`src/sv/baa_pkg.sv`:
```
`timescale 1ns / 1ps
// baa_pkg: shared types, codes and constants for the bump arena allocator
// no dependencies

package baa_pkg;

    // arena geometry
    localparam int OFFSET_BITS = 24;
    localparam int MAX_REGIONS = 255;

    localparam int OFS_W   = 25;
    localparam int ADDR_W  = 32;
    localparam int ALIGN_W = 16;
    localparam int DEPTH_W = 8;

    // effective capacity is capped only when the offset space is narrower than the field
    localparam bit CAP_LIMITED = (OFFSET_BITS < OFS_W);
    localparam logic [OFS_W-1:0] CAP_LIMIT =
        CAP_LIMITED ? OFS_W'(64'd1 << OFFSET_BITS) : {OFS_W{1'b1}};

    // region nesting limit is min(MAX_REGIONS, 255)
    localparam logic [DEPTH_W-1:0] REGION_LIMIT =
        (MAX_REGIONS < 255) ? DEPTH_W'(MAX_REGIONS) : DEPTH_W'(255);

    typedef enum logic [2:0] {
        MODE_ALLOCATE     = 3'd0,
        MODE_RESIZE       = 3'd1,
        MODE_RESET        = 3'd2,
        MODE_REGION_BEGIN = 3'd3,
        MODE_REGION_END   = 3'd4
    } mode_t;

    typedef enum logic [2:0] {
        ST_OK           = 3'd0,
        ST_NO_SPACE     = 3'd1,
        ST_BAD_ALIGN    = 3'd2,
        ST_NOT_OWNED    = 3'd3,
        ST_NOT_LAST     = 3'd4,
        ST_REGIONS_OPEN = 3'd5,
        ST_REGION_LIMIT = 3'd6
    } status_t;

    typedef enum logic [0:0] {
        REG_BASE_ADDRESS = 1'd0,
        REG_CAPACITY     = 1'd1
    } reg_index_t;

    typedef struct packed {
        logic [OFS_W-1:0]   used_offset;
        logic [OFS_W-1:0]   last_block_offset;
        logic               last_block_valid;
        logic [DEPTH_W-1:0] open_regions;
    } arena_state_t;

    typedef struct packed {
        logic [2:0]         status;
        logic [ADDR_W-1:0]  block_address;
        logic [OFS_W-1:0]   current_offset;
        logic [DEPTH_W-1:0] region_depth;
    } result_t;

endpackage

```
`src/sv/baa_op_unit.sv`:
```
`timescale 1ns / 1ps
// baa_op_unit: single-pass operation logic, arena state and request in, next state and result out
// depends on baa_pkg

module baa_op_unit import baa_pkg::*;
(
    input  logic [2:0]         mode,
    input  logic [OFS_W-1:0]   size,
    input  logic [ALIGN_W-1:0] align,
    input  logic [ADDR_W-1:0]  address,
    input  logic [OFS_W-1:0]   saved_offset,
    input  logic [ADDR_W-1:0]  base_address,
    input  logic [OFS_W-1:0]   capacity,
    input  arena_state_t       state_cur,
    output arena_state_t       state_next,
    output result_t            result
);

    logic [OFS_W-1:0]   eff_cap;
    logic [ALIGN_W-1:0] align_mask;
    logic               align_ok;
    logic [ALIGN_W-1:0] cur_lo;
    logic [ALIGN_W-1:0] pad;
    logic [OFS_W:0]     required;
    logic [OFS_W-1:0]   avail;
    logic               alloc_fits;
    logic [OFS_W-1:0]   alloc_ofs;
    logic [OFS_W-1:0]   alloc_end;
    logic [ADDR_W-1:0]  alloc_addr;
    logic [ADDR_W:0]    window_end;
    logic               outside;
    logic [ADDR_W-1:0]  rel_addr;
    logic               is_last;
    logic [OFS_W:0]     resize_end;
    logic               resize_fits;
    logic [OFS_W-1:0]   restored;
    status_t            status;

    assign eff_cap = (CAP_LIMITED && (capacity > CAP_LIMIT)) ? CAP_LIMIT : capacity;

    // allocate: padding only depends on the low address bits
    assign align_mask = align - ALIGN_W'(1);
    assign align_ok   = (align != '0) && ((align & align_mask) == '0);
    assign cur_lo     = base_address[ALIGN_W-1:0] + state_cur.used_offset[ALIGN_W-1:0];
    assign pad        = (~cur_lo + ALIGN_W'(1)) & align_mask;
    assign required   = {{(OFS_W+1-ALIGN_W){1'b0}}, pad} + {1'b0, size};
    assign avail      = (eff_cap > state_cur.used_offset) ? (eff_cap - state_cur.used_offset) : '0;
    assign alloc_fits = (required <= {1'b0, avail});
    assign alloc_ofs  = state_cur.used_offset + {{(OFS_W-ALIGN_W){1'b0}}, pad};
    assign alloc_end  = alloc_ofs + size;
    assign alloc_addr = base_address + {{(ADDR_W-OFS_W){1'b0}}, alloc_ofs};

    // resize: window check, ownership of the last block, room for the new end
    assign window_end  = {1'b0, base_address} + {{(ADDR_W+1-OFS_W){1'b0}}, eff_cap};
    assign outside     = (address < base_address) || ({1'b0, address} >= window_end);
    assign rel_addr    = address - base_address;
    assign is_last     = state_cur.last_block_valid
                         && (rel_addr == {{(ADDR_W-OFS_W){1'b0}}, state_cur.last_block_offset});
    assign resize_end  = {1'b0, state_cur.last_block_offset} + {1'b0, size};
    assign resize_fits = (resize_end <= {1'b0, eff_cap});

    // region end: clamp the restored offset
    assign restored = (saved_offset < eff_cap) ? saved_offset : eff_cap;

    always_comb
    begin
        state_next           = state_cur;
        status               = ST_OK;
        result.block_address = '0;
        case (mode)
            MODE_ALLOCATE:
            begin
                if (!align_ok)
                begin
                    status = ST_BAD_ALIGN;
                end
                else if (!alloc_fits)
                begin
                    status = ST_NO_SPACE;
                end
                else
                begin
                    state_next.last_block_offset = alloc_ofs;
                    state_next.last_block_valid  = 1'b1;
                    state_next.used_offset       = alloc_end;
                    result.block_address         = alloc_addr;
                end
            end
            MODE_RESIZE:
            begin
                if (outside)
                begin
                    status = ST_NOT_OWNED;
                end
                else if (!is_last)
                begin
                    status = ST_NOT_LAST;
                end
                else if (!resize_fits)
                begin
                    status = ST_NO_SPACE;
                end
                else
                begin
                    state_next.used_offset = resize_end[OFS_W-1:0];
                    result.block_address   = address;
                end
            end
            MODE_RESET:
            begin
                if (state_cur.open_regions != '0)
                begin
                    status = ST_REGIONS_OPEN;
                end
                else
                begin
                    state_next.used_offset      = '0;
                    state_next.last_block_valid = 1'b0;
                end
            end
            MODE_REGION_BEGIN:
            begin
                if (state_cur.open_regions >= REGION_LIMIT)
                begin
                    status = ST_REGION_LIMIT;
                end
                else
                begin
                    state_next.open_regions = state_cur.open_regions + DEPTH_W'(1);
                end
            end
            MODE_REGION_END:
            begin
                if (state_cur.open_regions == '0)
                begin
                    status = ST_REGION_LIMIT;
                end
                else
                begin
                    state_next.used_offset  = restored;
                    state_next.open_regions = state_cur.open_regions - DEPTH_W'(1);
                    if (state_cur.last_block_valid && (restored <= state_cur.last_block_offset))
                    begin
                        state_next.last_block_valid = 1'b0;
                    end
                end
            end
            default:
            begin
                status = ST_OK;
            end
        endcase
        result.status         = status;
        result.current_offset = state_next.used_offset;
        result.region_depth   = state_next.open_regions;
    end

endmodule

```
`src/sv/bump_arena_allocator_top.sv`:
```
`timescale 1ns / 1ps
// bump_arena_allocator_top: bump allocator with region nesting, input stage and result register
// depends on baa_pkg and baa_op_unit
//
//  channel   handshake              beat contents
//  -------   ---------------------  ------------------------------------------------
//  cfg       cfg_write              cfg_index, cfg_data (base_address, capacity)
//  in        in_valid / in_ready    mode, size, align, address, saved_offset
//  out       out_valid / out_ready  status, block_address, current_offset, region_depth
//
// one beat per cycle sustained while out_ready stays high; a request is registered in the input stage,
// then its result is loaded into the result register
// the arena state is updated on the same edge that loads the result, so the following
// request always sees it
// rst_n clears configuration, arena state and both valid flags; no clearing pass
// a stalled result holds the input stage, which still takes one beat while it is empty

module bump_arena_allocator_top import baa_pkg::*;
(
    input  logic               clk,
    input  logic               rst_n,
    // configuration
    input  logic               cfg_write,
    input  logic [0:0]         cfg_index,
    input  logic [ADDR_W-1:0]  cfg_data,
    // request channel
    input  logic               in_valid,
    output logic               in_ready,
    input  logic [2:0]         mode,
    input  logic [OFS_W-1:0]   size,
    input  logic [ALIGN_W-1:0] align,
    input  logic [ADDR_W-1:0]  address,
    input  logic [OFS_W-1:0]   saved_offset,
    // result channel
    output logic               out_valid,
    input  logic               out_ready,
    output logic [2:0]         status,
    output logic [ADDR_W-1:0]  block_address,
    output logic [OFS_W-1:0]   current_offset,
    output logic [DEPTH_W-1:0] region_depth
);

    // configuration registers
    logic [ADDR_W-1:0]  base_address_reg;
    logic [OFS_W-1:0]   capacity_reg;

    // input stage
    logic               stage_valid_reg;
    logic [2:0]         mode_reg;
    logic [OFS_W-1:0]   size_reg;
    logic [ALIGN_W-1:0] align_reg;
    logic [ADDR_W-1:0]  address_reg;
    logic [OFS_W-1:0]   saved_offset_reg;

    // arena state and result register
    arena_state_t       state_reg;
    arena_state_t       state_next;
    result_t            result_reg;
    result_t            result_next;
    logic               out_valid_reg;

    logic               advance;
    logic               in_take;

    // the request moves on when the result register is free or being emptied
    assign advance  = stage_valid_reg && (!out_valid_reg || out_ready);
    assign in_ready = !stage_valid_reg || advance;
    assign in_take  = in_valid && in_ready;

    always_ff @(posedge clk or negedge rst_n)
    begin
        if (!rst_n)
        begin
            base_address_reg <= '0;
            capacity_reg     <= '0;
        end
        else if (cfg_write)
        begin
            case (reg_index_t'(cfg_index))
                REG_BASE_ADDRESS: base_address_reg <= cfg_data;
                REG_CAPACITY:     capacity_reg     <= cfg_data[OFS_W-1:0];
                default:          base_address_reg <= base_address_reg;
            endcase
        end
    end

    // input stage valid flag
    always_ff @(posedge clk or negedge rst_n)
    begin
        if (!rst_n)
        begin
            stage_valid_reg <= 1'b0;
        end
        else if (in_ready)
        begin
            stage_valid_reg <= in_valid;
        end
    end

    // input stage payload, no reset needed
    always_ff @(posedge clk)
    begin
        if (in_take)
        begin
            mode_reg         <= mode;
            size_reg         <= size;
            align_reg        <= align;
            address_reg      <= address;
            saved_offset_reg <= saved_offset;
        end
    end

    baa_op_unit u_op_unit
    (
        .mode         (mode_reg),
        .size         (size_reg),
        .align        (align_reg),
        .address      (address_reg),
        .saved_offset (saved_offset_reg),
        .base_address (base_address_reg),
        .capacity     (capacity_reg),
        .state_cur    (state_reg),
        .state_next   (state_next),
        .result       (result_next)
    );

    // arena state commits together with the result
    always_ff @(posedge clk or negedge rst_n)
    begin
        if (!rst_n)
        begin
            state_reg     <= '0;
            out_valid_reg <= 1'b0;
        end
        else
        begin
            if (advance)
            begin
                state_reg <= state_next;
            end
            if (advance)
            begin
                out_valid_reg <= 1'b1;
            end
            else if (out_ready)
            begin
                out_valid_reg <= 1'b0;
            end
        end
    end

    always_ff @(posedge clk)
    begin
        if (advance)
        begin
            result_reg <= result_next;
        end
    end

    assign out_valid      = out_valid_reg;
    assign status         = result_reg.status;
    assign block_address  = result_reg.block_address;
    assign current_offset = result_reg.current_offset;
    assign region_depth   = result_reg.region_depth;

    // used offset never leaves the offset space
    assert property (@(posedge clk) disable iff (!rst_n)
        state_reg.used_offset <= CAP_LIMIT)
        else $error("used offset beyond offset space");

    // nesting count stays within its limit
    assert property (@(posedge clk) disable iff (!rst_n)
        state_reg.open_regions <= REGION_LIMIT)
        else $error("open region count beyond limit");

    // failed operations report no block address
    assert property (@(posedge clk) disable iff (!rst_n)
        (out_valid_reg && (result_reg.status != ST_OK)) |-> (result_reg.block_address == '0))
        else $error("block address on failed operation");

    // a new beat into a full input stage only when the held request moves on
    assert property (@(posedge clk) disable iff (!rst_n)
        (in_take && stage_valid_reg) |-> advance)
        else $error("input stage overwritten");

    // a request that moves on always leaves a result behind
    assert property (@(posedge clk) disable iff (!rst_n)
        advance |=> out_valid_reg)
        else $error("result lost");

endmodule
```
`config.mk`:
```
export PLATFORM = sky130hd
export DESIGN_NAME = bump_arena_allocator_top
export DESIGN_NICKNAME = d
export VERILOG_FILES = /design/src/sv/baa_pkg.sv /design/src/sv/baa_op_unit.sv /design/src/sv/bump_arena_allocator_top.sv
export SDC_FILE = /design/constraint.sdc
export NUM_CORES = 1
export LEC_CHECK = 0
export ABC_AREA = 1
export BUFFER_PORTS_ARGS = -buffer_cell sky130_fd_sc_hd__buf_2
export CORE_ASPECT_RATIO = 1.4
export CORE_MARGIN = 2
export CORE_UTILIZATION = 30
export DETAILED_ROUTE_END_ITERATION = 8
export PLACE_DENSITY_LB_ADDON = 0.12
export SYNTH_ARGS = -nofsm -noshare
export SYNTH_HDL_FRONTEND = slang
export SYNTH_SLANG_ARGS = --single-unit
```
`constraint.sdc`:
```
create_clock -name clk -period 8 [get_ports clk]
set_clock_uncertainty 0.05 [all_clocks]
set_input_delay 1.6 -clock clk [delete_from_list [all_inputs] [get_ports clk]]
set_output_delay 1.6 -clock clk [all_outputs]
set_load 0.02 [all_outputs]
```
* Word level (Yosys, flattened, before mapping)
Index checks and enable logic that the tools add are counted.
Storage, ports and cells: flip-flop bits (word level) 287, input bits 139, output and inout bits 70, word-level logic and storage cells 108
Cells by class: add/subtract/negate cells 13, order comparisons 9, eq/ne operators 10, mux-type cells 34, bitwise gates (word level) 4, reduce and logical (&&, ||, !) cells 21
Operators by type and width (number):
- $mux 25 | 8
- $mux 32 | 5
- $mux 51 | 2
- $pmux 25 s4 | 1
- $pmux 32 s2 | 1
- $le 26x25->1 | 2
- $add 32x25->33 | 1
- $ge 32x33->1 | 1
- $add 32x25->32 | 1
- $and 16x16->16 | 2
- $eq 32x25->1 | 1
- $lt 32x32->1 | 1
- $sub 32x32->32 | 1
- $add 16x25->26 | 1
- $add 25x25->26 | 1
- $add 25x16->25 | 1
- $add 25x25->25 | 1
- $gt 25x25->1 | 1
- $gt 25x25->1 const B | 1
- $le 25x25->1 | 1
- $lt 25x25->1 | 1
- $sub 25x25->25 | 1
- $add 16x1->16 const B | 1
- $add 16x16->16 | 1
- other kinds (32) | 53

* Logic depth before layout (Yosys ltp)
depth after elaboration 9, depth in mapped cells 52, mapped depth without buffers 49

* Modules after synthesis
From an unflattened synthesis, not the netlist that was laid out.
Second synthesis, totals: cells, all modules 4049, area, all modules 29071.6 µm²
By module, submodules not included:
- baa_op_unit | instances 1, cells each 3396, area an instance 19434.9 µm², sequential area each 0.0 µm²
- bump_arena_allocator_top | instances 1, cells each 653, area an instance 9636.7 µm², sequential area each 8027.7 µm²

* Worst setup path before layout
OpenSTA, ideal clock, no wires.
path type register to register, start point register capacity_reg[8], end point register result_reg, in the netlist block_address[4] (data pin), library setup time 254 ps, data arrival time 5947 ps, required time 7696 ps, setup slack 1749 ps, cell stages (with the launch flop) 52, path buffers 3, period minus slack after synthesis 6251 ps, cell sequence dfrtp_1 > inv_1 > nand4_1 > nor3_1 > nand4_1 > nand2_1 > clkinv_1 > clkbuf_1 > nor2_1 > ha_1 > a21o_1 > a21oi_1 > nor2_1 > o21ai_0 > nand2_1 > nand2_1 > nand2_1 > inv_1 > [16 not listed] > a21oi_1 > o21ai_0 > nand2_1 > nand2_1 > a21boi_0 > o211ai_1 > a21oi_1 > o21ai_0 > nand2_1 > nand2_1 > nand2_1 > nand3_4 > inv_4 > nand2_2 > inv_2 > buf_6 > nand3_1 > nand2_1
RTL lines:
- start: declaration | line bump_arena_allocator_top.sv:45 | logic [OFS_W-1:0] capacity_reg;
- start signal: assignment | line bump_arena_allocator_top.sv:81 | REG_CAPACITY: capacity_reg <= cfg_data[OFS_W-1:0];
- end signal: assignment | line bump_arena_allocator_top.sv:156 | result_reg <= result_next;
- end: declaration | line bump_arena_allocator_top.sv:58 | result_t result_reg;

* Worst setup path after layout
start point register base_address_reg[0], end point register state_reg[57] in the netlist's numbering
Between the ends: word-level cells in the longest chain between the ends 9, elaborated cells between the ends (all ways) 20, those cells by class 7 x add/sub; 3 x order compare; 1 x eq/ne; 5 x mux; 2 x bitwise; 2 x reduce/logical
RTL lines:
- start: declaration | line bump_arena_allocator_top.sv:44 | logic [ADDR_W-1:0] base_address_reg;
- start signal: assignment | line bump_arena_allocator_top.sv:80 | REG_BASE_ADDRESS: base_address_reg <= cfg_data;
- start signal: assignment | line bump_arena_allocator_top.sv:82 | default: base_address_reg <= base_address_reg;
- $add 16x16->16 | line baa_op_unit.sv:44 | assign cur_lo = base_address[ALIGN_W-1:0] + state_cur.used_offset[ALIGN_W-1:0];
- $not 16->16 | line baa_op_unit.sv:45 | assign pad = (~cur_lo + ALIGN_W'(1)) & align_mask;
- $add 16x1->16 | line baa_op_unit.sv:45
- $and 16x16->16 | line baa_op_unit.sv:45
- $add 25x16->25 | line baa_op_unit.sv:49 | assign alloc_ofs = state_cur.used_offset + {{(OFS_W-ALIGN_W){1'b0}}, pad};
- named net u_op_unit.alloc_ofs[13] | line baa_op_unit.sv:27 | logic [OFS_W-1:0] alloc_ofs;
- $add 25x25->25 | line baa_op_unit.sv:50 | assign alloc_end = alloc_ofs + size;
- $mux 51 | line baa_op_unit.sv:77 | else if (!alloc_fits)
- $mux 51 | line baa_op_unit.sv:73 | if (!align_ok)
- $pmux 25 s4 | line baa_op_unit.sv:70 | case (mode)
- end signal: assignment | line bump_arena_allocator_top.sv:139 | state_reg <= state_next;
- end: declaration | line bump_arena_allocator_top.sv:56 | arena_state_t state_reg;
The timed path passes the listed nets, and every way through them passes these cells. The select of a mux whose other input is x is not followed. A chain may end at the register's enable or synchronous reset.

==> impl_metrics.env <==
export IMPL_hp_class="register to register"
export IMPL_synth_compound_area_share_pct=14.6
export IMPL_cts_tree="yes"
export IMPL_dpl_cell_area_sq_um=30800
export IMPL_dr_first_iter_drc_count=1776
export IMPL_setup_violations=0
export IMPL_cts_root_buf="clkbuf_16"
export IMPL_pwr_share_seq_pct=19.8
export IMPL_crit_path_max_fanout=6
export IMPL_syn_num_nets=4348
export IMPL_synth_top_area_share_pct=18.2
export IMPL_r2r_end="state_reg[57]"
export IMPL_min_period_ps=7620
export IMPL_tightestPinTransition_ps=1050
export IMPL_rows=132
export IMPL_clk_pin_slew_ps=60
export IMPL_nNetsFinal=4609
export IMPL_yosys_top_cells_area="edfxtp_1 18%, ha_1 15%, nand2_1 13%, dfrtp_1 11%, inv_1 7.1%"
export IMPL_synthAdderAreaFrac_pct=16.1
export IMPL_synth_main_ff_cell="edfxtp_1"
export IMPL_combinationalPowerShare_pct=64.1
export IMPL_cap_violations=0
export IMPL_dieArea_sq_um=95600
export IMPL_cts_sinks=287
export IMPL_die_w_um=262
export IMPL_syn_area_per_cell_sq_um=7.25
export IMPL_path_class="register to register"
export IMPL_io_buffer_count=208
export IMPL_grt_usage_pct=26.8
export IMPL_crit_end="state_reg[57]"
export IMPL_crit_path_end_kind="register"
export IMPL_p_leak_nw=15.8
export IMPL_cts_buffers=39
export IMPL_synth_top_family_by_area="simple AND/OR/NAND/NOR gates"
export IMPL_synth_mux_area_share_pct=0
export IMPL_finalCritPeriodShare_pct=95.3
export IMPL_ys_seq_area_share_pct=28.7
export IMPL_reg2reg_depth=36
export IMPL_place_congestion=0.968
export IMPL_die_y_um=365
export IMPL_hold_viol=0
export IMPL_status="complete, no violations"
export IMPL_synthSimpleGateAreaFrac_pct=26.2
export IMPL_critPathLaunchType="register"
export IMPL_powerDensity_nw_per_um2=341
export IMPL_fmax_ghz=0.131
export IMPL_routed_wl_mm=129
export IMPL_setup_tns_ps=0
export IMPL_r2r_slack_ps=380
export IMPL_path_buf_inv=3
export IMPL_grt_max_degree=80
export IMPL_crit_slowest_cell="fa_1"
export IMPL_max_stage_delay_ps=500
export IMPL_cpLargestDelayFamily="simple AND/OR/NAND/NOR gates"
export IMPL_whs_ps=435
export IMPL_ir_drop_mv=0.141
export IMPL_place_hpwl_mm=108
export IMPL_cp_arrival_ps=8050
export IMPL_vias=27387
export IMPL_fin_area_sq_um=32100
export IMPL_grt_overflow=0
export IMPL_routedWlPerCell_um=24.1
export IMPL_yosysTopAreaCell="edfxtp_1"
export IMPL_swShare_pct=52.9
export IMPL_pwr_share_clk_pct=16.1
export IMPL_yosys_warnings=0
export IMPL_required_ps=8420
export IMPL_worst_path_stages=36
export IMPL_netlist_instances=3854
export IMPL_rsz0062_at_grt="false"
export IMPL_r2r_start="base_address_reg[0]"
export IMPL_h_tree_depth=2
export IMPL_layout_drive_gt1_share_pct=10.7
export IMPL_syn_to_final_growth_pct=14.9
export IMPL_power_mw=11.0
export IMPL_clock_latency_ps=620
export IMPL_drv_slew=0
export IMPL_antenna_found_initial=0
export IMPL_synth_xor_xnor_area_share_pct=5.79
export IMPL_drc=0
export IMPL_grt_pass1_wl_mm=184
export IMPL_synth_area_sq_um=27900
export IMPL_netlist_cell_type_count=65
export IMPL_grt_pass1_vias=27459
export IMPL_yosysMostFrequentCell="nand2_1"
export IMPL_first_pass_iters=5
export IMPL_critical_path_startpoint="base_address_reg[0]"
export IMPL_ys_ff_latch=287
export IMPL_vias_per_cell=5.12
export IMPL_cts_hold_buffers=0
export IMPL_synth_commonest_cells="999 x nand2_1, 527 x inv_1, 346 x ha_1, 290 x a21oi_1, 231 x nor2_1"
export IMPL_async_reset_ff_share_pct=41.1
export IMPL_antenna_left=0
export IMPL_initial_core_util_pct=30.3
export IMPL_core_region_area_sq_um=92300
export IMPL_intPower_mw=5.16
export IMPL_max_slew_margin_pct=29.7
export IMPL_num_io_pins=209
export IMPL_synth_edf_count=169
export IMPL_largest_reg_flops=59
export IMPL_clk_path_buf_depth=3
export IMPL_power_switching_mw=5.80
stage by stage:
stage	setup slack, ps	util, %	std cells
after detailed placement	216	33.4	5276
after CTS	184	34.7	5348
final	379	34.8	5353
after global routing	12.0	34.8	5352
after floorplan	1750	-	3854
after global placement	282	33.4	5276
power groups by stage:
stage,Combinational (mW),Clock [mW],Sequential (mW)
floorplan,4.42,0,2.10
global placement,6.96,0,2.21
detailed placement,6.94,0,2.20
CTS,6.98,1.81,2.18
global route,7.75,1.85,2.18
finish,7.03,1.76,2.17
logic make-up (layout without fill, tap and decap cells):
logic type / Yosys count / after routing
fa+ha+maj: 355 / 355
xor+xnor: 179 / 179
other cells: 0 / 1
compound gates: 720 / 720
flops: 287 / 287
simple gates: 1701 / 1701
buf+inv: 612 / 904
worst reg2reg max path: cells and delay by family (launching register included):
kind | cells | cell delay (ps)
DFF | 1 | 450
AOI/OAI and AO/OA | 10 | 2050
buffers and inverters | 3 | 410
and+or+nand+nor | 16 | 2140
xor gates and xnor gates | 2 | 610
adders and majority gates | 5 | 1760
repair_timing:
item / in CTS / in global routing
setup buffers: 0 / 4
hold endpoints to repair: 0 / 0
endpoints found under the setup margin: 0 / 108
resized for setup: 0 / 11
cell usage in the layout (no fill, tap or decap), types with 9 or more instances in the layout:
master,count
o21a_1,22
dfrtp_1,118
nand3_1,214
clkbuf_16,40
a21oi_1,290
nor3_1,42
edfxtp_1,169
a211oi_1,13
inv_1,525
o21ai_0,207
buf_4,82
nand4_1,116
a22o_1,13
nor4_1,20
nand2_2,12
fa_1,9
o21bai_1,21
o211ai_1,22
xor2_1,116
clkinv_2,9
a31oi_1,20
a21boi_0,13
ha_1,346
o21ai_1,45
nand2_1,995
xnor2_1,59
a21o_1,18
buf_2,207
or2_2,30
nor2_1,227
final cells by class:
cell class / count / area (sq um)
diodes: 1 / 2.50
clock buffers: 48 / 1030
clock inverters: 24 / 198
fillers: 9953 / 60200
inverters: 538 / 2030
multi-input cells: 2955 / 17600
flip-flops and latches: 287 / 8030
well taps: 1206 / 1510
repair buffers: 294 / 1730
per-layer routing:
layer	part of all wire (%)	global-route usage, %	vias to the layer above
li1	-	-	13550
met1	37	27.6	12917
met2	52	50.1	647
met3	3.1	2.50	273
met4	8.4	19.2	0
met5	0	0	-
how the worst min path moves through the flow:
stage	end	start	depth (start not counted)	slack, ps
after floorplan	capacity_reg[10]	capacity_reg[10]	2	400
after global placement	capacity_reg[3]	capacity_reg[3]	2	420
after detailed placement	capacity_reg[3]	capacity_reg[3]	2	420
after CTS	capacity_reg[3]	capacity_reg[3]	2	440
after global routing	capacity_reg[3]	capacity_reg[3]	2	460
final	capacity_reg[3]	capacity_reg[3]	2	430
Power figures use the tool's default switching activity.
